===== config.mk =====
export PLATFORM = sky130hd
export DESIGN_NAME = ata_pio_sector_sequencer_top
export DESIGN_NICKNAME = d
export VERILOG_FILES = /design/src/sv/aps_pkg.sv /design/src/sv/aps_step.sv /design/src/sv/aps_outq.sv /design/src/sv/ata_pio_sector_sequencer_top.sv
export VERILOG_INCLUDE_DIRS = /design/src /design/src/sv
export SDC_FILE = /design/constraint.sdc
export NUM_CORES = 1
export LEC_CHECK = 0
export BUFFER_PORTS_ARGS = -buffer_cell sky130_fd_sc_hd__buf_2
export CORE_ASPECT_RATIO = 0.9
export CORE_MARGIN = 4
export CORE_UTILIZATION = 44
export DETAILED_ROUTE_END_ITERATION = 7
export HOLD_SLACK_MARGIN = 0.06
export PLACE_DENSITY = 0.73
export SLEW_MARGIN = 20
export SYNTH_ARGS = -nofsm -noshare
export SYNTH_HDL_FRONTEND = slang
export SYNTH_SLANG_ARGS = --single-unit
export TNS_END_PERCENT = 10

===== constraint.sdc =====
create_clock -name clk -period 12.4 [get_ports clk]
set_input_delay 1.86 -clock clk [delete_from_list [all_inputs] [get_ports clk]]
set_output_delay 1.86 -clock clk [all_outputs]
set_load 0.05 [all_outputs]

===== src/sv/ata_pio_sector_sequencer_top_defines.svh =====
// Assertion macros shared by the ATA PIO sector sequencer RTL.
// Users must have clk and rst_n in scope; no other dependencies.
`ifndef ATA_PIO_SECTOR_SEQUENCER_TOP_DEFINES_SVH
`define ATA_PIO_SECTOR_SEQUENCER_TOP_DEFINES_SVH

// Same-cycle implication, disabled while reset is asserted.
`define APS_ASSERT_IMP(lbl, ante, cons, msg) \
  lbl: assert property (@(posedge clk) disable iff (!rst_n) (ante) |-> (cons)) \
    else $error(msg);

// Next-cycle implication, disabled while reset is asserted.
`define APS_ASSERT_NXT(lbl, ante, cons, msg) \
  lbl: assert property (@(posedge clk) disable iff (!rst_n) (ante) |=> (cons)) \
    else $error(msg);

`endif


===== src/sv/aps_pkg.sv =====
// Shared types and constants of the ATA PIO sector sequencer.
// No dependencies; used by every module of the block.
`default_nettype none

package aps_pkg;

  localparam int unsigned SECTOR_WORDS = 256;
  localparam int unsigned MAX_RES      = 8;
  localparam int unsigned RES_IDX_W    = $clog2(MAX_RES);
  localparam int unsigned RES_CNT_W    = $clog2(MAX_RES + 1);

  localparam logic [19:0] POLL_LIMIT_RST = 20'd1000000;

  // Configuration register index (byte address bit 2).
  localparam logic REG_POLL_LIMIT = 1'b0;

  // Input operations.
  localparam logic [1:0] OP_DETECT = 2'd0;
  localparam logic [1:0] OP_READ   = 2'd1;
  localparam logic [1:0] OP_WRITE  = 2'd2;
  localparam logic [1:0] OP_RESP   = 2'd3;

  // Result actions.
  localparam logic [2:0] ACT_RB      = 3'd0;
  localparam logic [2:0] ACT_WB      = 3'd1;
  localparam logic [2:0] ACT_RW      = 3'd2;
  localparam logic [2:0] ACT_WW      = 3'd3;
  localparam logic [2:0] ACT_FETCH   = 3'd4;
  localparam logic [2:0] ACT_DELIVER = 3'd5;
  localparam logic [2:0] ACT_DONE    = 3'd6;

  // Done status codes.
  localparam logic [1:0] ST_OK    = 2'd0;
  localparam logic [1:0] ST_NODEV = 2'd1;
  localparam logic [1:0] ST_FAIL  = 2'd2;

  // Task file and control block ports.
  localparam logic [9:0] P_NONE  = 10'h000;
  localparam logic [9:0] P_DATA  = 10'h1F0;
  localparam logic [9:0] P_FEAT  = 10'h1F1;
  localparam logic [9:0] P_COUNT = 10'h1F2;
  localparam logic [9:0] P_LBA0  = 10'h1F3;
  localparam logic [9:0] P_LBA1  = 10'h1F4;
  localparam logic [9:0] P_LBA2  = 10'h1F5;
  localparam logic [9:0] P_DRIVE = 10'h1F6;
  localparam logic [9:0] P_CMD   = 10'h1F7;
  localparam logic [9:0] P_ALT   = 10'h3F6;

  // Command bytes and status bits.
  localparam logic [7:0] CMD_IDENTIFY = 8'hEC;
  localparam logic [7:0] CMD_READ     = 8'h20;
  localparam logic [7:0] CMD_WRITE    = 8'h30;
  localparam logic [7:0] CMD_FLUSH    = 8'hE7;
  localparam logic [7:0] DRV_LBA      = 8'hE0;
  localparam logic [7:0] DRV_DETECT   = 8'hA0;
  localparam int unsigned BIT_BSY = 7;
  localparam int unsigned BIT_DRQ = 3;
  localparam int unsigned BIT_ERR = 0;

  typedef struct packed {
    logic [2:0]  action;
    logic [9:0]  port;
    logic [15:0] value;
    logic [7:0]  word_index;
    logic [1:0]  status;
  } aps_res_t;

  typedef struct packed {
    logic [RES_CNT_W-1:0]       cnt;
    aps_res_t [MAX_RES-1:0]     ent;
  } aps_list_t;

  function automatic aps_res_t mk(logic [2:0] act, logic [9:0] prt, logic [15:0] val,
                                  logic [7:0] idx, logic [1:0] st);
    aps_res_t r;
    r.action     = act;
    r.port       = prt;
    r.value      = val;
    r.word_index = idx;
    r.status     = st;
    return r;
  endfunction

  function automatic aps_res_t rb(logic [9:0] prt);
    return mk(ACT_RB, prt, 16'h0000, 8'h00, ST_OK);
  endfunction

  function automatic aps_res_t wb(logic [9:0] prt, logic [7:0] val);
    return mk(ACT_WB, prt, {8'h00, val}, 8'h00, ST_OK);
  endfunction

  function automatic aps_res_t done(logic [1:0] st);
    return mk(ACT_DONE, P_NONE, 16'h0000, 8'h00, st);
  endfunction

endpackage

`default_nettype wire


===== src/sv/aps_step.sv =====
// Sequencer state and single-pass step logic: one registered item in, a list
// of up to eight results out. Depends on aps_pkg.
`default_nettype none

module aps_step (
  input  wire logic                 clk,
  input  wire logic                 rst_n,
  input  wire logic                 fire_i,
  input  wire logic [1:0]           op_i,
  input  wire logic [27:0]          lba_i,
  input  wire logic [15:0]          data_i,
  input  wire logic [19:0]          poll_limit_i,
  output aps_pkg::aps_list_t        list_o
);

  localparam logic [4:0] PH_IDLE       = 5'd0;
  localparam logic [4:0] PH_DET_DLY1   = 5'd1;
  localparam logic [4:0] PH_DET_DLY2   = 5'd2;
  localparam logic [4:0] PH_DET_STATUS = 5'd3;
  localparam logic [4:0] PH_DET_BSY    = 5'd4;
  localparam logic [4:0] PH_DET_MID    = 5'd5;
  localparam logic [4:0] PH_DET_HIGH   = 5'd6;
  localparam logic [4:0] PH_DET_DRQ    = 5'd7;
  localparam logic [4:0] PH_DET_DRAIN  = 5'd8;
  localparam logic [4:0] PH_RW_BSY0    = 5'd9;
  localparam logic [4:0] PH_RW_DLY1    = 5'd10;
  localparam logic [4:0] PH_RW_DLY2    = 5'd11;
  localparam logic [4:0] PH_RW_BSY1    = 5'd12;
  localparam logic [4:0] PH_RW_DRQ     = 5'd13;
  localparam logic [4:0] PH_RD_WORD    = 5'd14;
  localparam logic [4:0] PH_WR_FETCH   = 5'd15;
  localparam logic [4:0] PH_FL_BSY     = 5'd16;

  logic [4:0]  phase_r, phase_nxt;
  logic [1:0]  kind_r, kind_nxt;
  logic [27:0] blk_r, blk_nxt;
  logic [19:0] polls_r, polls_nxt;
  logic [8:0]  wc_r, wc_nxt;
  logic [1:0]  dc_r, dc_nxt;

  logic [7:0]  b;
  logic [19:0] polls_dec;
  logic        bsy_busy, bsy_fail, drq_fail, drq_ok, dly_done, wc_more;
  logic [8:0]  wc_inc;
  logic [7:0]  drive_lba;
  logic [7:0]  cmd_rw;

  assign b         = data_i[7:0];
  assign polls_dec = polls_r - 20'd1;
  assign bsy_busy  = b[aps_pkg::BIT_BSY];
  assign bsy_fail  = bsy_busy && (polls_dec == 20'd0);
  // The DRQ wait spends its poll before it looks at DRQ.
  assign drq_fail  = b[aps_pkg::BIT_ERR] || (polls_dec == 20'd0);
  assign drq_ok    = !drq_fail && b[aps_pkg::BIT_DRQ];
  assign dly_done  = (dc_r == 2'd3);
  assign wc_inc    = wc_r + 9'd1;
  assign wc_more   = (wc_inc < 9'(aps_pkg::SECTOR_WORDS));
  assign drive_lba = aps_pkg::DRV_LBA | {4'h0, blk_r[27:24]};
  assign cmd_rw    = (kind_r == aps_pkg::OP_READ) ? aps_pkg::CMD_READ : aps_pkg::CMD_WRITE;

  always_comb begin
    phase_nxt = phase_r;
    kind_nxt  = kind_r;
    blk_nxt   = blk_r;
    polls_nxt = polls_r;
    wc_nxt    = wc_r;
    dc_nxt    = dc_r;
    list_o    = '0;
    if (fire_i) begin
      if (op_i == aps_pkg::OP_RESP) begin
        unique case (phase_r) inside
          PH_DET_DLY1: begin
            if (!dly_done) begin
              dc_nxt = dc_r + 2'd1;
              list_o.ent[0] = aps_pkg::rb(aps_pkg::P_ALT);
              list_o.cnt    = 4'd1;
            end else begin
              list_o.ent[0] = aps_pkg::wb(aps_pkg::P_COUNT, 8'h00);
              list_o.ent[1] = aps_pkg::wb(aps_pkg::P_LBA0, 8'h00);
              list_o.ent[2] = aps_pkg::wb(aps_pkg::P_LBA1, 8'h00);
              list_o.ent[3] = aps_pkg::wb(aps_pkg::P_LBA2, 8'h00);
              list_o.ent[4] = aps_pkg::wb(aps_pkg::P_CMD, aps_pkg::CMD_IDENTIFY);
              list_o.ent[5] = aps_pkg::rb(aps_pkg::P_ALT);
              list_o.cnt    = 4'd6;
              dc_nxt        = 2'd0;
              phase_nxt     = PH_DET_DLY2;
            end
          end
          PH_DET_DLY2, PH_RW_DLY2: begin
            if (!dly_done) begin
              dc_nxt = dc_r + 2'd1;
              list_o.ent[0] = aps_pkg::rb(aps_pkg::P_ALT);
            end else begin
              list_o.ent[0] = aps_pkg::rb(aps_pkg::P_CMD);
              if (phase_r == PH_DET_DLY2) begin
                phase_nxt = PH_DET_STATUS;
              end else begin
                polls_nxt = poll_limit_i;
                phase_nxt = PH_RW_BSY1;
              end
            end
            list_o.cnt = 4'd1;
          end
          PH_DET_STATUS: begin
            if (b == 8'h00) begin
              list_o.ent[0] = aps_pkg::done(aps_pkg::ST_NODEV);
              phase_nxt     = PH_IDLE;
            end else begin
              list_o.ent[0] = aps_pkg::rb(aps_pkg::P_CMD);
              polls_nxt     = poll_limit_i;
              phase_nxt     = PH_DET_BSY;
            end
            list_o.cnt = 4'd1;
          end
          PH_DET_BSY, PH_RW_BSY0, PH_RW_BSY1: begin
            if (bsy_busy) begin
              polls_nxt = polls_dec;
              if (bsy_fail) begin
                list_o.ent[0] = aps_pkg::done(aps_pkg::ST_FAIL);
                phase_nxt     = PH_IDLE;
              end else begin
                list_o.ent[0] = aps_pkg::rb(aps_pkg::P_CMD);
              end
              list_o.cnt = 4'd1;
            end else if (phase_r == PH_DET_BSY) begin
              list_o.ent[0] = aps_pkg::rb(aps_pkg::P_LBA1);
              list_o.cnt    = 4'd1;
              phase_nxt     = PH_DET_MID;
            end else if (phase_r == PH_RW_BSY0) begin
              list_o.ent[0] = aps_pkg::wb(aps_pkg::P_DRIVE, drive_lba);
              list_o.ent[1] = aps_pkg::rb(aps_pkg::P_ALT);
              list_o.cnt    = 4'd2;
              dc_nxt        = 2'd0;
              phase_nxt     = PH_RW_DLY1;
            end else begin
              list_o.ent[0] = aps_pkg::rb(aps_pkg::P_CMD);
              list_o.cnt    = 4'd1;
              polls_nxt     = poll_limit_i;
              phase_nxt     = PH_RW_DRQ;
            end
          end
          PH_DET_MID, PH_DET_HIGH: begin
            if (b != 8'h00) begin
              // A nonzero signature byte means an ATAPI or unknown device.
              list_o.ent[0] = aps_pkg::done(aps_pkg::ST_NODEV);
              phase_nxt     = PH_IDLE;
            end else if (phase_r == PH_DET_MID) begin
              list_o.ent[0] = aps_pkg::rb(aps_pkg::P_LBA2);
              phase_nxt     = PH_DET_HIGH;
            end else begin
              list_o.ent[0] = aps_pkg::rb(aps_pkg::P_CMD);
              polls_nxt     = poll_limit_i;
              phase_nxt     = PH_DET_DRQ;
            end
            list_o.cnt = 4'd1;
          end
          PH_DET_DRQ, PH_RW_DRQ: begin
            if (!b[aps_pkg::BIT_ERR]) begin
              polls_nxt = polls_dec;
            end
            if (drq_fail) begin
              list_o.ent[0] = aps_pkg::done(aps_pkg::ST_FAIL);
              phase_nxt     = PH_IDLE;
            end else if (!drq_ok) begin
              list_o.ent[0] = aps_pkg::rb(aps_pkg::P_CMD);
            end else begin
              wc_nxt = 9'd0;
              if (phase_r == PH_RW_DRQ && kind_r != aps_pkg::OP_READ) begin
                list_o.ent[0] = aps_pkg::mk(aps_pkg::ACT_FETCH, aps_pkg::P_NONE, 16'h0000,
                                            8'h00, aps_pkg::ST_OK);
                phase_nxt     = PH_WR_FETCH;
              end else begin
                list_o.ent[0] = aps_pkg::mk(aps_pkg::ACT_RW, aps_pkg::P_DATA, 16'h0000,
                                            8'h00, aps_pkg::ST_OK);
                phase_nxt     = (phase_r == PH_DET_DRQ) ? PH_DET_DRAIN : PH_RD_WORD;
              end
            end
            list_o.cnt = 4'd1;
          end
          PH_DET_DRAIN: begin
            wc_nxt = wc_inc;
            if (wc_more) begin
              list_o.ent[0] = aps_pkg::mk(aps_pkg::ACT_RW, aps_pkg::P_DATA, 16'h0000,
                                          wc_inc[7:0], aps_pkg::ST_OK);
            end else begin
              list_o.ent[0] = aps_pkg::done(aps_pkg::ST_OK);
              phase_nxt     = PH_IDLE;
            end
            list_o.cnt = 4'd1;
          end
          PH_RW_DLY1: begin
            if (!dly_done) begin
              dc_nxt = dc_r + 2'd1;
              list_o.ent[0] = aps_pkg::rb(aps_pkg::P_ALT);
              list_o.cnt    = 4'd1;
            end else begin
              list_o.ent[0] = aps_pkg::wb(aps_pkg::P_FEAT, 8'h00);
              list_o.ent[1] = aps_pkg::wb(aps_pkg::P_COUNT, 8'h01);
              list_o.ent[2] = aps_pkg::wb(aps_pkg::P_LBA0, blk_r[7:0]);
              list_o.ent[3] = aps_pkg::wb(aps_pkg::P_LBA1, blk_r[15:8]);
              list_o.ent[4] = aps_pkg::wb(aps_pkg::P_LBA2, blk_r[23:16]);
              list_o.ent[5] = aps_pkg::wb(aps_pkg::P_CMD, cmd_rw);
              list_o.ent[6] = aps_pkg::rb(aps_pkg::P_ALT);
              list_o.cnt    = 4'd7;
              dc_nxt        = 2'd0;
              phase_nxt     = PH_RW_DLY2;
            end
          end
          PH_RD_WORD: begin
            list_o.ent[0] = aps_pkg::mk(aps_pkg::ACT_DELIVER, aps_pkg::P_NONE, data_i,
                                        wc_r[7:0], aps_pkg::ST_OK);
            wc_nxt = wc_inc;
            if (wc_more) begin
              list_o.ent[1] = aps_pkg::mk(aps_pkg::ACT_RW, aps_pkg::P_DATA, 16'h0000,
                                          wc_inc[7:0], aps_pkg::ST_OK);
            end else begin
              list_o.ent[1] = aps_pkg::done(aps_pkg::ST_OK);
              phase_nxt     = PH_IDLE;
            end
            list_o.cnt = 4'd2;
          end
          PH_WR_FETCH: begin
            list_o.ent[0] = aps_pkg::mk(aps_pkg::ACT_WW, aps_pkg::P_DATA, data_i,
                                        wc_r[7:0], aps_pkg::ST_OK);
            wc_nxt = wc_inc;
            if (wc_more) begin
              list_o.ent[1] = aps_pkg::mk(aps_pkg::ACT_FETCH, aps_pkg::P_NONE, 16'h0000,
                                          wc_inc[7:0], aps_pkg::ST_OK);
              list_o.cnt    = 4'd2;
            end else begin
              list_o.ent[1] = aps_pkg::wb(aps_pkg::P_CMD, aps_pkg::CMD_FLUSH);
              list_o.ent[2] = aps_pkg::rb(aps_pkg::P_CMD);
              list_o.cnt    = 4'd3;
              polls_nxt     = poll_limit_i;
              phase_nxt     = PH_FL_BSY;
            end
          end
          PH_FL_BSY: begin
            // Timeout and ready both end the flush with success.
            if (bsy_busy) begin
              polls_nxt = polls_dec;
            end
            if (bsy_busy && !bsy_fail) begin
              list_o.ent[0] = aps_pkg::rb(aps_pkg::P_CMD);
            end else begin
              list_o.ent[0] = aps_pkg::done(aps_pkg::ST_OK);
              phase_nxt     = PH_IDLE;
            end
            list_o.cnt = 4'd1;
          end
          default: begin
            phase_nxt = PH_IDLE;
          end
        endcase
      end else if (phase_r == PH_IDLE) begin
        kind_nxt = op_i;
        if (op_i == aps_pkg::OP_DETECT) begin
          blk_nxt       = 28'd0;
          list_o.ent[0] = aps_pkg::wb(aps_pkg::P_DRIVE, aps_pkg::DRV_DETECT);
          list_o.ent[1] = aps_pkg::rb(aps_pkg::P_ALT);
          list_o.cnt    = 4'd2;
          dc_nxt        = 2'd0;
          phase_nxt     = PH_DET_DLY1;
        end else begin
          blk_nxt       = lba_i;
          polls_nxt     = poll_limit_i;
          list_o.ent[0] = aps_pkg::rb(aps_pkg::P_CMD);
          list_o.cnt    = 4'd1;
          phase_nxt     = PH_RW_BSY0;
        end
      end
    end
  end

  always_ff @(posedge clk) begin
    if (!rst_n) begin
      phase_r <= PH_IDLE;
      kind_r  <= 2'd0;
      blk_r   <= 28'd0;
      polls_r <= 20'd0;
      wc_r    <= 9'd0;
      dc_r    <= 2'd0;
    end else begin
      phase_r <= phase_nxt;
      kind_r  <= kind_nxt;
      blk_r   <= blk_nxt;
      polls_r <= polls_nxt;
      wc_r    <= wc_nxt;
      dc_r    <= dc_nxt;
    end
  end

endmodule

`default_nettype wire


===== src/sv/aps_outq.sv =====
// Result list register and serializer: holds the results of one item and
// hands them out one per accepted cycle. Depends on aps_pkg and the defines.
`default_nettype none
`include "ata_pio_sector_sequencer_top_defines.svh"

module aps_outq (
  input  wire logic                 clk,
  input  wire logic                 rst_n,
  input  wire logic                 load_i,
  input  aps_pkg::aps_list_t        list_i,
  output logic                      list_free_o,
  output logic                      out_valid,
  input  wire logic                 out_stall,
  output logic [2:0]                out_action,
  output logic [9:0]                out_port,
  output logic [15:0]               out_value,
  output logic [7:0]                out_word_index,
  output logic [1:0]                out_status,
  output logic                      out_last
);

  logic                                       valid_r;
  logic [aps_pkg::RES_CNT_W-1:0]              cnt_r;
  logic [aps_pkg::RES_IDX_W-1:0]              rd_r;
  aps_pkg::aps_res_t [aps_pkg::MAX_RES-1:0]   ent_r;
  aps_pkg::aps_res_t                          cur;
  logic                                       take;
  logic                                       last;

  assign cur  = ent_r[rd_r];
  assign last = ({1'b0, rd_r} == (cnt_r - 4'd1));
  assign take = valid_r && !out_stall;

  // A new list may land in the same cycle the final entry of the old one leaves.
  assign list_free_o = !valid_r || (take && last);

  assign out_valid      = valid_r;
  assign out_action     = cur.action;
  assign out_port       = cur.port;
  assign out_value      = cur.value;
  assign out_word_index = cur.word_index;
  assign out_status     = cur.status;
  assign out_last       = last;

  always_ff @(posedge clk) begin
    if (!rst_n) begin
      valid_r <= 1'b0;
      cnt_r   <= '0;
      rd_r    <= '0;
    end else if (load_i) begin
      valid_r <= 1'b1;
      cnt_r   <= list_i.cnt;
      rd_r    <= '0;
    end else if (take) begin
      if (last) begin
        valid_r <= 1'b0;
      end else begin
        rd_r <= rd_r + 3'd1;
      end
    end
  end

  always_ff @(posedge clk) begin
    if (load_i) begin
      ent_r <= list_i.ent;
    end
  end

  `APS_ASSERT_IMP(a_cnt_nonzero, valid_r, cnt_r != 4'd0, "result list valid but empty")
  `APS_ASSERT_IMP(a_rd_in_range, valid_r, {1'b0, rd_r} < cnt_r, "read index past list end")
  `APS_ASSERT_IMP(a_load_free, load_i, list_free_o, "list loaded while results pending")
  `APS_ASSERT_NXT(a_rd_step, take && !last, rd_r == $past(rd_r) + 3'd1, "read index skipped")

endmodule

`default_nettype wire


===== src/sv/ata_pio_sector_sequencer_top.sv =====
// Timing: an accepted item is registered in the input register, stepped once the
// result register can take its list, and its results are offered from that register.
// Throughput: one item per cycle while the result register drains; an item
// with k results holds it until all k are taken through the single read port.
// Reset (rst_n, synchronous): sequencer idle, pipeline empty, poll_limit 1000000.
// Top level of the ATA PIO sector sequencer; depends on aps_pkg, aps_step, aps_outq.
`default_nettype none

module ata_pio_sector_sequencer_top (
  input  wire logic         clk,
  input  wire logic         rst_n,
  // configuration port
  input  wire logic         psel,
  input  wire logic         penable,
  input  wire logic         pwrite,
  input  wire logic [2:0]   paddr,
  input  wire logic [31:0]  pwdata,
  output logic [31:0]       prdata,
  output logic              pready,
  // input channel
  input  wire logic         in_valid,
  output logic              in_stall,
  input  wire logic [1:0]   in_operation,
  input  wire logic [27:0]  in_lba,
  input  wire logic [15:0]  in_data_in,
  // result channel
  output logic              out_valid,
  input  wire logic         out_stall,
  output logic [2:0]        out_action,
  output logic [9:0]        out_port,
  output logic [15:0]       out_value,
  output logic [7:0]        out_word_index,
  output logic [1:0]        out_status,
  output logic              out_last
);

  logic [19:0]         poll_limit_r;
  logic                in_valid_r;
  logic [1:0]          op_r;
  logic [27:0]         lba_r;
  logic [15:0]         data_r;
  logic                list_free;
  logic                fire;
  logic                in_take;
  aps_pkg::aps_list_t  list;

  assign pready = 1'b1;
  assign prdata = (paddr[2] == aps_pkg::REG_POLL_LIMIT) ? {12'h000, poll_limit_r} : 32'h0;

  always_ff @(posedge clk) begin
    if (!rst_n) begin
      poll_limit_r <= aps_pkg::POLL_LIMIT_RST;
    end else if (psel && penable && pwrite && pready &&
                 (paddr[2] == aps_pkg::REG_POLL_LIMIT)) begin
      poll_limit_r <= pwdata[19:0];
    end
  end

  assign fire     = in_valid_r && list_free;
  assign in_stall = in_valid_r && !list_free;
  assign in_take  = in_valid && !in_stall;

  always_ff @(posedge clk) begin
    if (!rst_n) begin
      in_valid_r <= 1'b0;
    end else if (!in_stall) begin
      in_valid_r <= in_valid;
    end
  end

  always_ff @(posedge clk) begin
    if (in_take) begin
      op_r   <= in_operation;
      lba_r  <= in_lba;
      data_r <= in_data_in;
    end
  end

  aps_step u_step (
    .clk          (clk),
    .rst_n        (rst_n),
    .fire_i       (fire),
    .op_i         (op_r),
    .lba_i        (lba_r),
    .data_i       (data_r),
    .poll_limit_i (poll_limit_r),
    .list_o       (list)
  );

  aps_outq u_outq (
    .clk            (clk),
    .rst_n          (rst_n),
    .load_i         (fire && (list.cnt != 4'd0)),
    .list_i         (list),
    .list_free_o    (list_free),
    .out_valid      (out_valid),
    .out_stall      (out_stall),
    .out_action     (out_action),
    .out_port       (out_port),
    .out_value      (out_value),
    .out_word_index (out_word_index),
    .out_status     (out_status),
    .out_last       (out_last)
  );

endmodule

`default_nettype wire

==> impl_results.md <==
* Max IR drop VDD at 87.5 uV
* Top-area cell type share of the netlist area at 34.3%
* Final setup violation count at 0
* Share of layout cells above drive strength 1 at ~17%
* Initial drt markers at 750
* DRC at 0
* Power density cells at 134 mW/mm2
* Sum Neg Setup Slack at 0 ns
* Worst setup EP type: output port
* First-pass GRT wire length at 45700 um
* Hold Path Cell Cnt at 2
* Synth Instances at 1176
* DR vias at 9020
* Worst setup SP type: input pin
* Final Non-Filler Cells at 1621
* Final ANT Viol Nets at 0
* Number of CTS-inserted buffers at 25
* RR Endpoint: u_outq.ent_r[47]
* CTS tree: done
* Reg-to-reg slack, setup at 7.86 ns
* Flops & latches, synth at 225
* Pwr Total at 1.74 mW
* Final nets at around 1400
* Data arrival, critical path at between 3 and 4 ns
* Die width at roughly 180 um
* Final Hold Viols at 0
* Vias per cell at between 5 and 6
* H-tree levels at 1
* Commonest cells after routing, fill and taps aside: 134 x buf_2, 131 x edfxtp_1, 122 x nand2_1, 93 x dfxtp_1, 92 x nor2_1
* Initial core utilization at 45.1%
* Worst skew pair latency at 0.51 ns
* Synth-to-Final Area Change at 13.4%
* Rows at 55
* IO Port Bufs at between 100 and 150
* Rel. slew slack at between 20% and 30%
* Top FF cell, synth: edfxtp_1
* Placed Instances at 1577
* Fin. max-slew vios at 0
* Asr flop ratio synth at 0%
* R2R Path Start: u_step.wc_r[0]
* Post-layout util at around half
* Most common cell after layout, fill and taps aside: buf_2
* Final std cell area, no fill at 0.0130 mm2
* Routed WL at 29000 um
* Synth warnings at 0
* Hold_buf cts at 0
* Multi-input gate area at 0.00515 mm2
* Crit path time final at 4.98 ns
* Die height at 161 um
* Skew final at roughly 0.0096 ns
* Gr usage total at ~20%
* Deepest clock path buffer count at 3
* Maximum fanout along the worst path at 5
* Number of global-route vias before repair at 8299
* Reg area at 0.00582 mm2
* Leak Pwr at 4.81 nW
* Congestion Overflow GR at 0
* Fillers at 2338
* Gpl congestion at roughly 0.95
* Highest Clock Rate at 201 MHz
* Avg WL per Cell at 17.9 um
* Placement Setup Slack at about 7.4 ns
* Core Area at between 0.02 and 0.03 mm2
* Initial antenna violation count at 0
* Setup bufs post-CTS at 0
* # diodes at 0
* Status: complete, no violations
* Worst r2r path cells at 9
* Clk Tree Root Cell: clkbuf_16
* Max-cap violations at 0
* Hold Crit Start: poll_limit_r[11]
* Crit share post-route at 40.1%
* Final HPWL DP at 20100 um
* Top cells by area, synth: edfxtp_1 34%, dfxtp_1 16%, nand2_1 4.0%
* Crit path required time at 10.54 ns
* Post-synth EDFFs at 131
* Ports at 163
* Detailed Routing Iterations Pass 1 at 5
* Cts repair resizes at 0
* Final worst slack at 7.42 ns
* Die area at 0.0287 mm2
* Critical path class: input pin to output port
* Post-Synthesis Mean Instance Area at 9.74 um2
* CTS sink cnt at 225
* Worst-path clk slew at 0.05 ns
* Synth cell types at 72
* Hold Path End: poll_limit_r[11]
* Area leader, netlist: edfxtp_1
* DP Area at 0.0122 mm2
* Worst Hold Class: flop to flop
* Unrepaired setup endpoints after global routing: no
* Seq/Total Area, Yosys at 50.8%
* Cell Area, Synth at 0.0115 mm2
* Slew @ Worst Pin at around 1.1 ns
* Largest net degree at the start of global routing at 107
* Final hold slack at 0.476 ns
## cell usage after synthesis (5+ instances only)
cell / instances
and3_1: 15
a21oi_1: 52
nand2_1: 122
nand4_1: 9
a211o_1: 6
nand2b_1: 17
or3_1: 8
xnor2_1: 13
nor2_1: 92
a31oi_1: 8
or2_2: 5
inv_1: 25
and2_1: 43
clkbuf_1: 63
edfxtp_1: 131
buf_4: 18
nor4_1: 9
a21o_1: 8
o21a_1: 7
buf_2: 6
mux4_2: 6
nor3b_1: 6
nand3_1: 36
buf_1: 9
ha_1: 6
mux2i_1: 39
o21ai_0: 69
a21boi_0: 22
xor2_1: 13
o31ai_1: 7
nor2b_1: 71
a22oi_1: 39
o211ai_1: 8
dfxtp_1: 94
nor3_1: 26
## area by class of cell
| cell class | instances | area share, % |
|---|---|---|
| sequential | 225 | 44.8 |
| multi-input combinational | 839 | 39.6 |
| timing repair buffer | 146 | 5.85 |
| clock buffer | 32 | 5.02 |
| tap | 342 | 3.29 |
| clock inverter | 12 | 0.732 |
| inverter | 25 | 0.732 |
## routing by layer
metal / vias up / track usage, % / part of all wire [%]
met3: 55 / 3.98 / 7.7
met4: 0 / 5.76 / 2.5
met2: 364 / 29.2 / 44
met1: 4249 / 28.7 / 46
li1: 4352 / - / -
met5: - / 0 / 0
## power by group
group / internal, mW / switching (mW) / leakage [nW]
clock: 0.392 / 0.290 / 0.362
sequential: 0.825 / 0.0205 / 2.00
combinational: 0.0667 / 0.146 / 2.46
total: 1.28 / 0.456 / 4.81
## critical path: stages
cell	delay [ns]
buf_2	0.09
inv_1	0.03
a41oi_1	0.53
and2_1	0.30
buf_2	0.30
## worst max-delay path by stage
| stage | startpoint | end | slack [ns] | cells after the start |
|---|---|---|---|---|
| 3_5_place_dp | out_stall | in_stall | 7.43 | 5 |
| 4_1_cts | out_stall | in_stall | 7.44 | 5 |
| 6_report | out_stall | in_stall | 7.42 | 5 |
| 2_1_floorplan | out_stall | data_r[0] | 7.38 | 4 |
| 3_3_place_gp | out_stall | in_stall | 7.44 | 5 |
| 5_1_grt | out_stall | in_stall | 7.39 | 5 |
## sequential cells by signal (all words and copies together), names as in the netlist, 3 cells and up
name,count
u_step.blk_r,28
u_outq.ent_r,85
data_r,16
u_step.phase_r,5
poll_limit_r,20
u_step.wc_r,9
u_step.polls_r,20
lba_r,28
u_outq.rd_r,3
u_outq.cnt_r,3
## logic make-up (layout without fill, tap and decap cells)
| logic type | Yosys count | count (layout) | share of synthesized area [%] |
|---|---|---|---|
| DFF | 225 | 225 | 50.8 |
| muxes | 49 | 49 | 4.98 |
| and+or+nand+nor | 480 | 480 | 21.4 |
| adders and majority gates | 6 | 6 | 0.655 |
| buffers and inverters | 124 | 215 | 4.91 |
| AOI/OAI and AO/OA | 263 | 263 | 15.1 |
| xor gates and xnor gates | 27 | 27 | 2.13 |
| other | 2 | 14 | 0.0655 |
(Power assumes the default switching activity.)
